$ cat src/rtl/hidtcf_pkg.sv
// ----------------------------------------------------------------------------
// hidtcf_pkg
// types, codes and helpers of the hid top-level collection finder
// ----------------------------------------------------------------------------
package hidtcf_pkg;

  // collection nesting counter width
  localparam int DEPTH_BITS = 8;

  // configuration register indexes
  localparam logic CFG_WANT_PAGE  = 1'b0;
  localparam logic CFG_WANT_USAGE = 1'b1;

  // item types
  localparam logic [1:0] TYPE_MAIN   = 2'd0;
  localparam logic [1:0] TYPE_GLOBAL = 2'd1;
  localparam logic [1:0] TYPE_LOCAL  = 2'd2;

  // item tags
  localparam logic [3:0] TAG_USAGE_PAGE     = 4'h0;
  localparam logic [3:0] TAG_USAGE          = 4'h0;
  localparam logic [3:0] TAG_COLLECTION     = 4'hA;
  localparam logic [3:0] TAG_END_COLLECTION = 4'hC;

  // collection kind
  localparam logic [31:0] COLL_APPLICATION = 32'h0000_0001;

  // parse context that items act on
  typedef struct packed {
    logic [DEPTH_BITS-1:0] depth;
    logic [15:0]           page;
    logic [31:0]           pend_usage;
    logic                  pend_valid;
    logic                  matched;
  } hidtcf_ctx_t;

  // one result word leaving the parser
  typedef struct packed {
    logic push;
    logic found;
  } hidtcf_res_t;

  // data byte count of a size code
  function automatic logic [2:0] size_of(input logic [1:0] code);
    logic [2:0] sz;
    case (code)
      2'd0:    sz = 3'd0;
      2'd1:    sz = 3'd1;
      2'd2:    sz = 3'd2;
      default: sz = 3'd4;
    endcase
    return sz;
  endfunction

endpackage

$ cat src/rtl/hidtcf_parser.sv
// ----------------------------------------------------------------------------
// hidtcf_parser
// short item parser: prefix decode, data byte gather and item execution
// ----------------------------------------------------------------------------
module hidtcf_parser (
  input  logic               clk,
  input  logic               rst_n,
  input  logic               accept,
  input  logic [7:0]         byte_value,
  input  logic               last_byte,
  input  logic [15:0]        want_page,
  input  logic [15:0]        want_usage,
  output hidtcf_pkg::hidtcf_res_t res
);
  import hidtcf_pkg::*;

  logic        in_data_r, in_data_nxt;
  logic [2:0]  bytes_left_r, bytes_left_nxt;
  logic [1:0]  item_type_r, item_type_nxt;
  logic [3:0]  item_tag_r, item_tag_nxt;
  logic [1:0]  byte_pos_r, byte_pos_nxt;
  logic [31:0] accum_r, accum_nxt;
  hidtcf_ctx_t ctx_r, ctx_nxt;

  logic [2:0]  pre_size;
  logic [31:0] acc_new;
  logic [2:0]  left_new;

  // apply one complete item to the parse context
  function automatic hidtcf_ctx_t run_item(input hidtcf_ctx_t c,
                                           input logic [1:0]  typ,
                                           input logic [3:0]  tag,
                                           input logic [31:0] value,
                                           input logic [15:0] wpage,
                                           input logic [15:0] wusage);
    hidtcf_ctx_t n;
    n = c;
    if (typ == TYPE_GLOBAL && tag == TAG_USAGE_PAGE) begin
      n.page = value[15:0];
    end else if (typ == TYPE_LOCAL && tag == TAG_USAGE) begin
      n.pend_usage = value;
      n.pend_valid = 1'b1;
    end else if (typ == TYPE_MAIN && tag == TAG_COLLECTION) begin
      if (c.depth == '0 && value == COLL_APPLICATION && c.page == wpage &&
          c.pend_valid && c.pend_usage == {16'h0000, wusage}) begin
        n.matched = 1'b1;
      end
      if (c.depth != '1) begin
        n.depth = c.depth + 1'b1;
      end
      n.pend_valid = 1'b0;
      n.pend_usage = '0;
    end else if (typ == TYPE_MAIN && tag == TAG_END_COLLECTION) begin
      if (c.depth != '0) begin
        n.depth = c.depth - 1'b1;
      end
      n.pend_valid = 1'b0;
      n.pend_usage = '0;
    end else if (typ == TYPE_MAIN) begin
      n.pend_valid = 1'b0;
      n.pend_usage = '0;
    end
    return n;
  endfunction

  // data path values for the current byte
  assign pre_size = size_of(byte_value[1:0]);
  assign acc_new  = accum_r | (32'(byte_value) << {byte_pos_r, 3'b000});
  assign left_new = bytes_left_r - 3'd1;

  // next parse state
  always_comb begin
    in_data_nxt    = in_data_r;
    bytes_left_nxt = bytes_left_r;
    item_type_nxt  = item_type_r;
    item_tag_nxt   = item_tag_r;
    byte_pos_nxt   = byte_pos_r;
    accum_nxt      = accum_r;
    ctx_nxt        = ctx_r;
    res            = '0;
    if (accept) begin
      if (!in_data_r) begin
        item_type_nxt = byte_value[3:2];
        item_tag_nxt  = byte_value[7:4];
        if (pre_size == 3'd0) begin
          ctx_nxt = run_item(ctx_r, byte_value[3:2], byte_value[7:4], 32'd0,
                             want_page, want_usage);
        end else begin
          in_data_nxt    = 1'b1;
          bytes_left_nxt = pre_size;
          byte_pos_nxt   = 2'd0;
          accum_nxt      = '0;
        end
      end else begin
        accum_nxt      = acc_new;
        byte_pos_nxt   = byte_pos_r + 2'd1;
        bytes_left_nxt = left_new;
        if (left_new == 3'd0) begin
          in_data_nxt = 1'b0;
          ctx_nxt     = run_item(ctx_r, item_type_r, item_tag_r, acc_new,
                                 want_page, want_usage);
        end
      end
      // end of descriptor: report and start over
      if (last_byte) begin
        res.push       = 1'b1;
        res.found      = ctx_nxt.matched;
        in_data_nxt    = 1'b0;
        bytes_left_nxt = '0;
        item_type_nxt  = '0;
        item_tag_nxt   = '0;
        byte_pos_nxt   = '0;
        accum_nxt      = '0;
        ctx_nxt        = '0;
      end
    end
  end

  // parse state registers
  always_ff @(posedge clk) begin
    if (!rst_n) begin
      in_data_r    <= 1'b0;
      bytes_left_r <= '0;
      item_type_r  <= '0;
      item_tag_r   <= '0;
      byte_pos_r   <= '0;
      accum_r      <= '0;
      ctx_r        <= '0;
    end else begin
      in_data_r    <= in_data_nxt;
      bytes_left_r <= bytes_left_nxt;
      item_type_r  <= item_type_nxt;
      item_tag_r   <= item_tag_nxt;
      byte_pos_r   <= byte_pos_nxt;
      accum_r      <= accum_nxt;
      ctx_r        <= ctx_nxt;
    end
  end

endmodule

$ cat src/rtl/hidtcf_outbuf.sv
// ----------------------------------------------------------------------------
// hidtcf_outbuf
// result register with one skid entry behind it
// ----------------------------------------------------------------------------
module hidtcf_outbuf (
  input  logic               clk,
  input  logic               rst_n,
  input  hidtcf_pkg::hidtcf_res_t res,
  output logic               full,
  output logic               out_valid,
  input  logic               out_stall,
  output logic               out_found
);
  import hidtcf_pkg::*;

  logic out_valid_r, out_valid_nxt;
  logic out_found_r, out_found_nxt;
  logic skid_valid_r, skid_valid_nxt;
  logic skid_found_r, skid_found_nxt;

  // move words between skid, output and the parser
  always_comb begin
    out_valid_nxt  = out_valid_r;
    out_found_nxt  = out_found_r;
    skid_valid_nxt = skid_valid_r;
    skid_found_nxt = skid_found_r;
    if (!out_valid_r || !out_stall) begin
      if (skid_valid_r) begin
        out_valid_nxt  = 1'b1;
        out_found_nxt  = skid_found_r;
        skid_valid_nxt = 1'b0;
      end else begin
        out_valid_nxt = res.push;
        out_found_nxt = res.found;
      end
    end else if (res.push) begin
      skid_valid_nxt = 1'b1;
      skid_found_nxt = res.found;
    end
  end

  always_ff @(posedge clk) begin
    if (!rst_n) begin
      out_valid_r  <= 1'b0;
      skid_valid_r <= 1'b0;
    end else begin
      out_valid_r  <= out_valid_nxt;
      skid_valid_r <= skid_valid_nxt;
    end
    out_found_r  <= out_found_nxt;
    skid_found_r <= skid_found_nxt;
  end

  assign full      = skid_valid_r;
  assign out_valid = out_valid_r;
  assign out_found = out_found_r;

endmodule

$ cat src/rtl/hid_top_collection_finder.sv
// ----------------------------------------------------------------------------
// hid_top_collection_finder
// finds a top-level application collection with a given usage page and usage
// ----------------------------------------------------------------------------
// Usage: descriptor bytes enter on the in_ channel (in_valid, in_stall,
// in_byte_value, in_last_byte), one byte per word. Short items are parsed as
// they stream by. On the word marked last, one result word with out_found
// leaves on the out_ channel; other bytes give no result.
// Throughput: one byte per cycle while in_stall is low; the whole parse update
// is a single pass of logic on the parse state registers. The result word is
// registered in the result register, or in the skid while that one is stalled.
// The result register has a one-word skid behind it, so bytes keep flowing
// while a result waits. in_stall rises only when both hold a result that the
// receiver has not taken, and falls once out_stall lets one go.
// Reset (rst_n low, synchronous) clears parse state, the result and skid valid
// flags and both cfg registers. cfg_we writes want_page (index 0) or want_usage
// (index 1); write only while no descriptor is in flight.
// ----------------------------------------------------------------------------
module hid_top_collection_finder (
  input  logic        clk,
  input  logic        rst_n,
  input  logic        in_valid,
  output logic        in_stall,
  input  logic [7:0]  in_byte_value,
  input  logic        in_last_byte,
  output logic        out_valid,
  input  logic        out_stall,
  output logic        out_found,
  input  logic        cfg_we,
  input  logic        cfg_index,
  input  logic [15:0] cfg_wdata
);
  import hidtcf_pkg::*;

  logic [15:0] want_page_r, want_page_nxt;
  logic [15:0] want_usage_r, want_usage_nxt;
  logic        accept;
  logic        full;
  hidtcf_res_t res;

  // configuration registers
  always_comb begin
    want_page_nxt  = want_page_r;
    want_usage_nxt = want_usage_r;
    if (cfg_we) begin
      case (cfg_index)
        CFG_WANT_PAGE:  want_page_nxt  = cfg_wdata;
        CFG_WANT_USAGE: want_usage_nxt = cfg_wdata;
        default: ;
      endcase
    end
  end

  always_ff @(posedge clk) begin
    if (!rst_n) begin
      want_page_r  <= '0;
      want_usage_r <= '0;
    end else begin
      want_page_r  <= want_page_nxt;
      want_usage_r <= want_usage_nxt;
    end
  end

  // input handshake
  assign in_stall = full;
  assign accept   = in_valid && !full;

  hidtcf_parser u_parser (
    .clk        (clk),
    .rst_n      (rst_n),
    .accept     (accept),
    .byte_value (in_byte_value),
    .last_byte  (in_last_byte),
    .want_page  (want_page_r),
    .want_usage (want_usage_r),
    .res        (res)
  );

  hidtcf_outbuf u_outbuf (
    .clk       (clk),
    .rst_n     (rst_n),
    .res       (res),
    .full      (full),
    .out_valid (out_valid),
    .out_stall (out_stall),
    .out_found (out_found)
  );

endmodule

$ cat config.mk
export PLATFORM = sky130hd
export DESIGN_NAME = hid_top_collection_finder
export DESIGN_NICKNAME = d
export VERILOG_FILES = /design/src/rtl/hidtcf_pkg.sv /design/src/rtl/hidtcf_parser.sv /design/src/rtl/hidtcf_outbuf.sv /design/src/rtl/hid_top_collection_finder.sv
export SDC_FILE = /design/constraint.sdc
export NUM_CORES = 1
export LEC_CHECK = 0
export ABC_AREA = 1
export BUFFER_PORTS_ARGS = -buffer_cell sky130_fd_sc_hd__buf_2
export CORE_MARGIN = 5
export CORE_UTILIZATION = 40
export CTS_CLUSTER_DIAMETER = 150
export DETAILED_ROUTE_END_ITERATION = 16
export GPL_ROUTABILITY_DRIVEN = 0
export GPL_TIMING_DRIVEN = 0
export SETUP_SLACK_MARGIN = 0.5
export SKIP_LAST_GASP = 1
export SYNTH_ARGS = -nofsm -noshare
export SYNTH_HDL_FRONTEND = slang
export SYNTH_SLANG_ARGS = --single-unit
$ cat constraint.sdc
create_clock -name clk -period 3.5 [get_ports clk]
set_clock_uncertainty 0.05 [all_clocks]
set_input_delay 0.525 -clock clk [delete_from_list [all_inputs] [get_ports clk]]
set_output_delay 0.525 -clock clk [all_outputs]
set_load 0.005 [all_outputs]
Yosys cells after proc, flatten, opt, wreduce, memory -nomap -nowiden. Index checks and enable logic that the tools add are counted.

Bits in registers: 138. Input port bits: 31. Output and inout bits: 3.

$add $sub $neg: 4. Equality and inequality tests: 24. Shifts and indexed selects: 1. Muxes and demuxes: 51. Bitwise operators: 4. Reductions and logical operators: 39.

Operator list (number): $mux 33 (9); $mux 58 (4); $mux 32 (3); $mux 8 (10); $mux 34 (1); $eq 32x1->1 const B (1); $eq 32x16->1 (1); $mux 16 (2); $or 32x32->32 (1); $shl 8x5->32 (1); $eq 16x16->1 (1); $eq 4x4->1 const B (4); $mux 2 (7); $logic_and 1x1->1 (13); $ne 3x3->1 const B (4); $reduce_and 2->1 (5); $mux 1 (9); $mux 3 (3); $ne 3x2->1 const B (3); $pmux 3 s3 (1); $reduce_and 9->1 (1); $add 8x1->8 const B (1); $logic_not 4->1 (2); $logic_not 8->1 (1); other kinds (22) (35).

Logic depth before layout (Yosys ltp). Gate-level depths: netlist of run 1.

Depth in word-level cells: 16. Gate-level depth with buffers: 14. Gate-level depth less buffers: 14.

Cells and area by module. From an unflattened synthesis of run 1, not the netlist that was laid out.

Cells, all modules: 1155. Area, all modules: 7472.2 um^2.

Modules (own cells, without submodules): hidtcf_parser (times used 1, cells an instance 962, area each 6017.0 um^2, sequential area each 2042.0 um^2); hid_top_collection_finder (times used 1, cells an instance 178, area each 1310.0 um^2, sequential area each 640.6 um^2); hidtcf_outbuf (times used 1, cells an instance 15, area each 145.1 um^2, sequential area each 100.1 um^2).

Least setup slack after synthesis of run 1. No wires, ideal clock.

Kind: input -> register. From: input in_byte_value[6]. To: register u_parser.ctx_r[18] in the netlist's numbering. Arrival: 1700 ps. Slack: 1634 ps. Stages: 10. Path buffers: 2. Cells stage by stage: buf_2 -> nor2_1 -> nand3_1 -> nand2_1 -> nor2_1 -> nor3b_4 -> nand2_4 -> buf_4 -> o21ai_0 -> nor2_1.

Longest elaborated chain between the ends: 9. Elaborated cells on any way between the ends: 17.

RTL lines: from (decl) (line hid_top_collection_finder.sv:24) `input logic [7:0] in_byte_value,`; $eq 4x4->1 (line hidtcf_parser.sv:53) `end else if (typ == TYPE_MAIN && tag == TAG_END_COLLECTION) begin`; $logic_and 1x1->1 (line hidtcf_parser.sv:53); $mux 33 (line hidtcf_parser.sv:53); $mux 33 (line hidtcf_parser.sv:43) `end else if (typ == TYPE_MAIN && tag == TAG_COLLECTION) begin`; $mux 33 (line hidtcf_parser.sv:40) `end else if (typ == TYPE_LOCAL && tag == TAG_USAGE) begin`; $mux 33 (line hidtcf_parser.sv:38) `if (typ == TYPE_GLOBAL && tag == TAG_USAGE_PAGE) begin`; $mux 58 (line hidtcf_parser.sv:85) `if (pre_size == 3'd0) begin`; $mux 58 (line hidtcf_parser.sv:82) `if (!in_data_r) begin`; $mux 58 (line hidtcf_parser.sv:105) `if (last_byte) begin`; to (signal assigned) (line hidtcf_parser.sv:136) `ctx_r <= ctx_nxt;`; to (decl) (line hidtcf_parser.sv:23) `hidtcf_ctx_t ctx_r, ctx_nxt;`.

Parallel ways exist; a longest one is shown, timed or not. The select of a mux whose other input is x is not followed. A chain may end at the register's enable or synchronous reset.

Worst setup path in the final report of run 1.
From: register u_parser.bytes_left_r[0]. To: register u_parser.ctx_r[1] in the netlist's numbering.

Longest elaborated chain between the ends: 4.

RTL lines: from (decl) (line hidtcf_parser.sv:18) `logic [2:0] bytes_left_r, bytes_left_nxt;`; from (signal assigned) (line hidtcf_parser.sv:131) `bytes_left_r <= bytes_left_nxt;`; $sub 3x1->3 (line hidtcf_parser.sv:69) `assign left_new = bytes_left_r - 3'd1;`; $logic_not 3->1 (line hidtcf_parser.sv:98) `if (left_new == 3'd0) begin`; $ne 3x3->1 (no line); $reduce_and 7->1 (no line).

No other way between the ends.

==> results.md, run 1 <==
* Total Nets Final at 1236
* WP data arrival at 2.78 ns
* Most area-hungry cell type in the Yosys netlist: dfxtp_1
* Highest routed layer: met4
* CTS tree: done
* Met1 Wirelength at 10700 µm
* Layout cells sized above 1 at 0.0932
* Cell area after layout at 0.00842 mm²
* DP Cell Count at 1410
* Element type at the critical path start: flip-flop
* Fin Setup TNS at 0 ns
* WHS Endpoint: want_page_r[2]$_SDFFE_PN0P_
* Maximum vdd drop at 0.461 mV
* Min-Delay Path Class: input port to flip-flop
* Routed via count at 7324
* Clk sinks at 138
* # Post-CTS Setup Buffers at 0
* Final period util at 0.705
* Most frequent cells in the layout: nand2_1 (277), nor2_1 (198), inv_1 (143), dfxtp_1 (136), a21oi_1 (93)
* Worst Tran Pin Value at 0.724 ns
* Gr usage total at 0.210
* Row cnt at 49
* I/O pins at 34
* Die Wd at 145 µm
* ANT nets after route at 0
* Leak at 3.51 nW
* Critical R2R Launch: u_parser.bytes_left_r[0]$_SDFFE_PN0P_
* Final setup viols at 0
* Met3 wire len at 1110 µm
* Largest net degree at the start of global routing at 17
* GRT overflow at 0
* Hpwl dp at 16800 µm
* Outcome: completed
* Port Buffers at 29
* Antenna diodes at 0
* Post-synthesis cell type count at 40
* Final Hold Fails at 0
* Max_cap viols at 0
* Synth Register Bits at 138
* Slew margin rel. at 0.512
* CP endpoint kind: flip-flop
* Layout area overhead at 14.7%
* RSZ-0062 raised after global routing: false
* Critical path type: flip-flop to flip-flop
* Num CTS Buffers at 17
* R2r setup slk at 1.03 ns
* Cells after Synth at 1152
* Initial antenna violation count at 0
* Most common cell on crit path: o21ai_0
* Clk_lat worst skew at 0.43 ns
* Syn_nets at 1188
* Crit path cell chain: inv_1 > ha_1 > xor2_1 > nor2_4 > nand2_2 > inv_2 > nand3_2 > buf_4 > o21ai_0 > o21ai_0 > nor2_1
* WP data required at 3.81 ns
* Detailed Routing Iterations Pass 1 at 5
* First-pass GRT wire length at 36000 µm
* Worst flop-to-flop path endpoint: u_parser.ctx_r[1]$_SDFFE_PN0P_
* Die height at 145 µm
* DP Area at 0.00777 mm²
* Non-filler cells, final at 1442
* YS warnings at 0
* DRC errors left at 0
* Critical path's largest stage delay at 0.36 ns
* Met2 Routed Length at 10200 µm
* Worst Reg-to-Reg Cells at 11
* Syn avg cell area at 6.37 µm²
* Post-synth EDFFs at 2
* H-Tree Depth at 4
* Fmax at 405 MHz
* Max stage delay cell, worst path: dfxtp_1
* Initial drt markers at 519
* Core footprint at 0.0180 mm²
* Initial Util at 0.407
* Ranking of synthesized cells by area: dfxtp_1 (37%), nand2_1 (14%), nor2_1 (10%)
* Hold Startpoint: cfg_wdata[2]
* Pwr dens at 505 mW/mm²
* Seq/Total Area, Yosys at 0.379
* DR vias/cell at 5.08
* Minimum clock period at 2.47 ns
* Cell Area, Synth at 0.00734 mm²
* Die area at 0.0212 mm²
* Root buffer cell: clkbuf_16
* Hold path cells at 3
* Final core occ at 0.467
* Async SR Flop Fraction at 0
* CP max FO at 10
* Slew Limit Fails at 0
* Routed Wire Length at 22500 µm
* Share of Yosys cell area claimed by the top area cell type at 0.371
* Most common cell after layout, fill and taps aside: nand2_1
* Vias in the first global route at 6884
* Ys flop type: dfxtp_1
* # resized after CTS at 0
* Clock Path Buffers at 2
* Clock slew at reported path FFs at 0.06 ns
* Avg WL per Cell at 15.6 µm
* Hold buffer count at CTS at 0
-- cell type report --
class                           count  area (µm²)
Fill cell                        1899        9600
Sequential cell                   138        2780
Inverter                          151         572
Multi-Input combinational cell    813        3740
Clock buffer                       17         425
Clock inverter                     15         225
Timing Repair Buffer               29         145
Buffer                             50         248
Tap cell                          229         287
-- sequential cells by signal, indices dropped and copies added, names as in the netlist --
signal,cells
u_outbuf.full,1
u_outbuf.out_found,1
u_outbuf.out_valid,1
u_outbuf.skid_found_r,1
u_parser.accum_r,32
u_parser.byte_pos_r,2
u_parser.bytes_left_r,3
u_parser.ctx_r,58
u_parser.in_data_r,1
u_parser.item_tag_r,4
u_parser.item_type_r,2
want_page_r,16
want_usage_r,16
-- critical path: cells and delay by family (launching register included) --
family	cells	cell delay, ns
and+or+nand+nor	4	0.69
buffers and inverters	3	0.56
xor gates and xnor gates	1	0.19
adders and majority gates	1	0.24
DFF	1	0.36
AOI/OAI and AO/OA	2	0.32
-- stage by stage --
step / total power [W] / hold slack (ns) / worst slack [ns]
floorplan: 0.00212 / 0.379 / 1.63
global placement: 0.00228 / 0.398 / 1.08
detailed placement: 0.00228 / 0.402 / 1.12
CTS: 0.00427 / 0.314 / 1.05
global route: 0.00442 / 0.323 / 0.902
finish: 0.00425 / 0.310 / 1.03
-- cell families after synthesis --
logic type | count (synthesis) | synth area share
simple gates | 583 | 0.331
xor+xnor | 14 | 0.0167
flops | 138 | 0.379
compound gates | 211 | 0.153
buf+inv | 201 | 0.112
fa+ha+maj | 5 | 0.00852
-- synth_stat cells, types with 3 or more instances --
| master | n |
|---|---|
| nor3_1 | 8 |
| o21ai_1 | 16 |
| o211ai_1 | 3 |
| o21ai_0 | 72 |
| nor2_2 | 3 |
| nand2_1 | 277 |
| clkbuf_1 | 22 |
| inv_2 | 6 |
| ha_1 | 5 |
| a211oi_1 | 16 |
| buf_4 | 3 |
| nand4_1 | 9 |
| buf_2 | 21 |
| dfxtp_1 | 136 |
| a31oi_1 | 6 |
| nor2_1 | 198 |
| xor2_1 | 7 |
| nand3_1 | 70 |
| nand2_2 | 3 |
| inv_1 | 143 |
| a21oi_1 | 93 |
| nor2_4 | 3 |
| xnor2_1 | 7 |
| buf_6 | 3 |
-- worst max path at each step --
stage | from | to | slack, ns
4_1_cts | u_parser.bytes_left_r[0]$_SDFFE_PN0P_ | u_parser.ctx_r[1]$_SDFFE_PN0P_ | 1.05
3_5_place_dp | u_parser.bytes_left_r[0]$_SDFFE_PN0P_ | u_parser.ctx_r[1]$_SDFFE_PN0P_ | 1.12
3_3_place_gp | u_parser.bytes_left_r[0]$_SDFFE_PN0P_ | u_parser.ctx_r[1]$_SDFFE_PN0P_ | 1.08
6_report | u_parser.bytes_left_r[0]$_SDFFE_PN0P_ | u_parser.ctx_r[1]$_SDFFE_PN0P_ | 1.03
5_1_grt | u_parser.bytes_left_r[0]$_SDFFE_PN0P_ | u_parser.ctx_r[1]$_SDFFE_PN0P_ | 0.90
2_1_floorplan | in_byte_value[6] | u_parser.ctx_r[18]$_SDFFE_PN0P_ | 1.63
-- where the power goes --
group          switching [W]  internal (W)  total [W]
logic               0.000357      0.000180   0.000537
clock network       0.000735       0.00126    0.00200
registers          0.0000557       0.00166    0.00172
total                0.00115       0.00311    0.00425
-- layer usage --
metal | global-route usage | vias up
met1 | 0.283 | 3335
met2 | 0.340 | 206
met5 | 0 | -
li1 | - | 3747
met4 | 0.0639 | 0
met3 | 0.0458 | 36
No activity file was read; power rests on OpenSTA's default activity.
==> inputs of run 2 (changes only) <==
clock period = 2.6 ns   (was 3.5 ns; I/O delays follow)
==> run 2 against run 1 <==
Die area unchanged. Wire length increased by 1.4%. Power rose by 35%. Critical path depth is 1 higher. Largest cell class unchanged. Cell area up 2.8%. Register-to-register slack got worse by 0.49 ns.
==> results.md, run 2 (same netlist as run 1, synthesis figures left out) <==
* RSZ-0062 raised after global routing: false
* Total Nets Final at 1245
* Max FFs per register at 58
* Num CTS Buffers at 17
* Gr usage total at 0.212
* WP data arrival at 2.31 ns
* Final period util at 0.792
* Fmax at 486 MHz
* Critical path's largest stage delay at 0.34 ns
* Port Buffers at 29
* Clock slew at reported path FFs at 0.06 ns
* Die area at 0.0212 mm²
* Initial Util at 0.407
* Largest net degree at the start of global routing at 17
* Clk sinks at 138
* Clk_lat worst skew at 0.43 ns
* Clock Path Buffers at 2
* Crit path cell chain: inv_1 > ha_2 > xor2_2 > nor2_4 > nand2_2 > nor3_2 > nand2_1 > nor2_2 > nand2_2 > nand2_1 > nand2_1 > nand2_1
* I/O pins at 34
* Met2 Routed Length at 10500 µm
* Met1 Wirelength at 10600 µm
* Hpwl dp at 16800 µm
* CP max FO at 4
* Vias in the first global route at 6909
* Routed via count at 7392
* DRC errors left at 0
* Detailed Routing Iterations Pass 1 at 5
* WP data required at 2.85 ns
* Highest routed layer: met4
* Outcome: completed
* CTS tree: done
* DP Area at 0.00777 mm²
* Layout cells sized above 1 at 0.119
* Cell area after layout at 0.00866 mm²
* Initial drt markers at 593
* Slew Limit Fails at 0
* Most common cell on crit path: nand2_1
* Minimum clock period at 2.06 ns
* Routed Wire Length at 22800 µm
* First-pass GRT wire length at 36300 µm
* Die height at 145 µm
* Maximum vdd drop at 0.620 mV
* Avg WL per Cell at 15.7 µm
* Antenna diodes at 0
* Leak at 3.61 nW
* Worst Tran Pin Value at 0.707 ns
* Critical path type: flip-flop to flip-flop
* DR vias/cell at 5.09
* Slew margin rel. at 0.529
* Setup Slack @ Placement at 0.215 ns
* Initial antenna violation count at 0
* Die Wd at 145 µm
* Element type at the critical path start: flip-flop
* Final worst slack at 0.541 ns
* Layout area overhead at 17.9%
* Min-Delay Path Class: input port to flip-flop
* Max_cap viols at 0
* Final setup viols at 0
* Final core occ at 0.480
* CP endpoint kind: flip-flop
* Met3 wire len at 1230 µm
* Row cnt at 49
* ANT nets after route at 0
* GRT overflow at 0
* Fin Setup TNS at 0 ns
* H-Tree Depth at 4
* Reg with most FFs: u_parser.ctx_r
* Core footprint at 0.0180 mm²
* Pwr dens at 665 mW/mm²
* Hold WS at 0.175 ns
* Hold buffer count at CTS at 0
* Top Registers: u_parser.ctx_r (58), u_parser.accum_r (32)
* Root buffer cell: clkbuf_16
* Most frequent cells in the layout: nand2_1 (274), nor2_1 (193), inv_1 (143), dfxtp_1 (134), a21oi_1 (91)
* Most common cell after layout, fill and taps aside: nand2_1
* Final Hold Fails at 0
* Max stage delay cell, worst path: dfxtp_2
## run 2: cell types whose count changed in the layout (fill, tap and decap cells not counted), sizes merged
cell / before / now
buf: 57 / 65
clkbuf: 39 / 40
## run 2: metrics by stage
| step | total power (W) | std cells |
|---|---|---|
| 2_1_floorplan | 0.00285 | 1152 |
| 3_3_place_gp | 0.00307 | 1410 |
| 3_5_place_dp | 0.00307 | 1410 |
| 4_1_cts | 0.00576 | 1449 |
| 5_1_grt | 0.00599 | 1451 |
| 6_report | 0.00576 | 1451 |
## run 2: cell type report
type                       instances  area (µm²)
buffer                            50         288
clock buffer                      17         425
clock inverter                    15         225
fill                            1888        9370
inverter                         151         582
multi-input combinational        813        3840
sequential                       138        2790
tap                              229         287
timing repair buffer              38         225
## run 2: where the power goes
part	switching, W	internal (W)	leakage [nW]
Sequential	0.0000767	0.00224	1.13
Combinational	0.000494	0.000265	2.17
Clock	0.000982	0.00170	0.305
Total	0.00155	0.00420	3.61
## run 2: per-layer routing
metal / vias to the layer above / global-route usage
met3: 32 / 0.0420
li1: 3774 / -
met2: 207 / 0.345
met4: 0 / 0.0550
met1: 3379 / 0.287
met5: - / 0
## run 2: worst paths after layout
path | startpoint | endpoint | slack [ns] | cells after the start
worst max-delay path | u_parser.bytes_left_r[0]$_SDFFE_PN0P_ | u_outbuf.out_found$_DFFE_PP_ | 0.54 | 12
worst min-delay path | cfg_wdata[2] | want_page_r[2]$_SDFFE_PN0P_ | 0.18 | 3
worst max register to register | u_parser.bytes_left_r[0]$_SDFFE_PN0P_ | u_outbuf.out_found$_DFFE_PP_ | 0.54 | 12
worst min register to register | u_parser.accum_r[31]$_SDFFE_PN0P_ | u_parser.accum_r[31]$_SDFFE_PN0P_ | 0.41 | 2
## run 2: worst max-delay path: cells and delay by family, from the launching register on
kind,cells,cell delay [ns]
AND/OR/NAND/NOR,9,1.08
buffers and inverters,1,0.07
adder cells (fa/ha/maj),1,0.21
XOR/XNOR,1,0.17
flip-flops,1,0.34
## run 2: what timing repair did
item,in CTS,in global routing
hold endpoints to repair,0,0
setup buffers,7,2
resized for setup,21,42
setup endpoints to repair,49,82
pin swaps,2,2
cloned,0,0
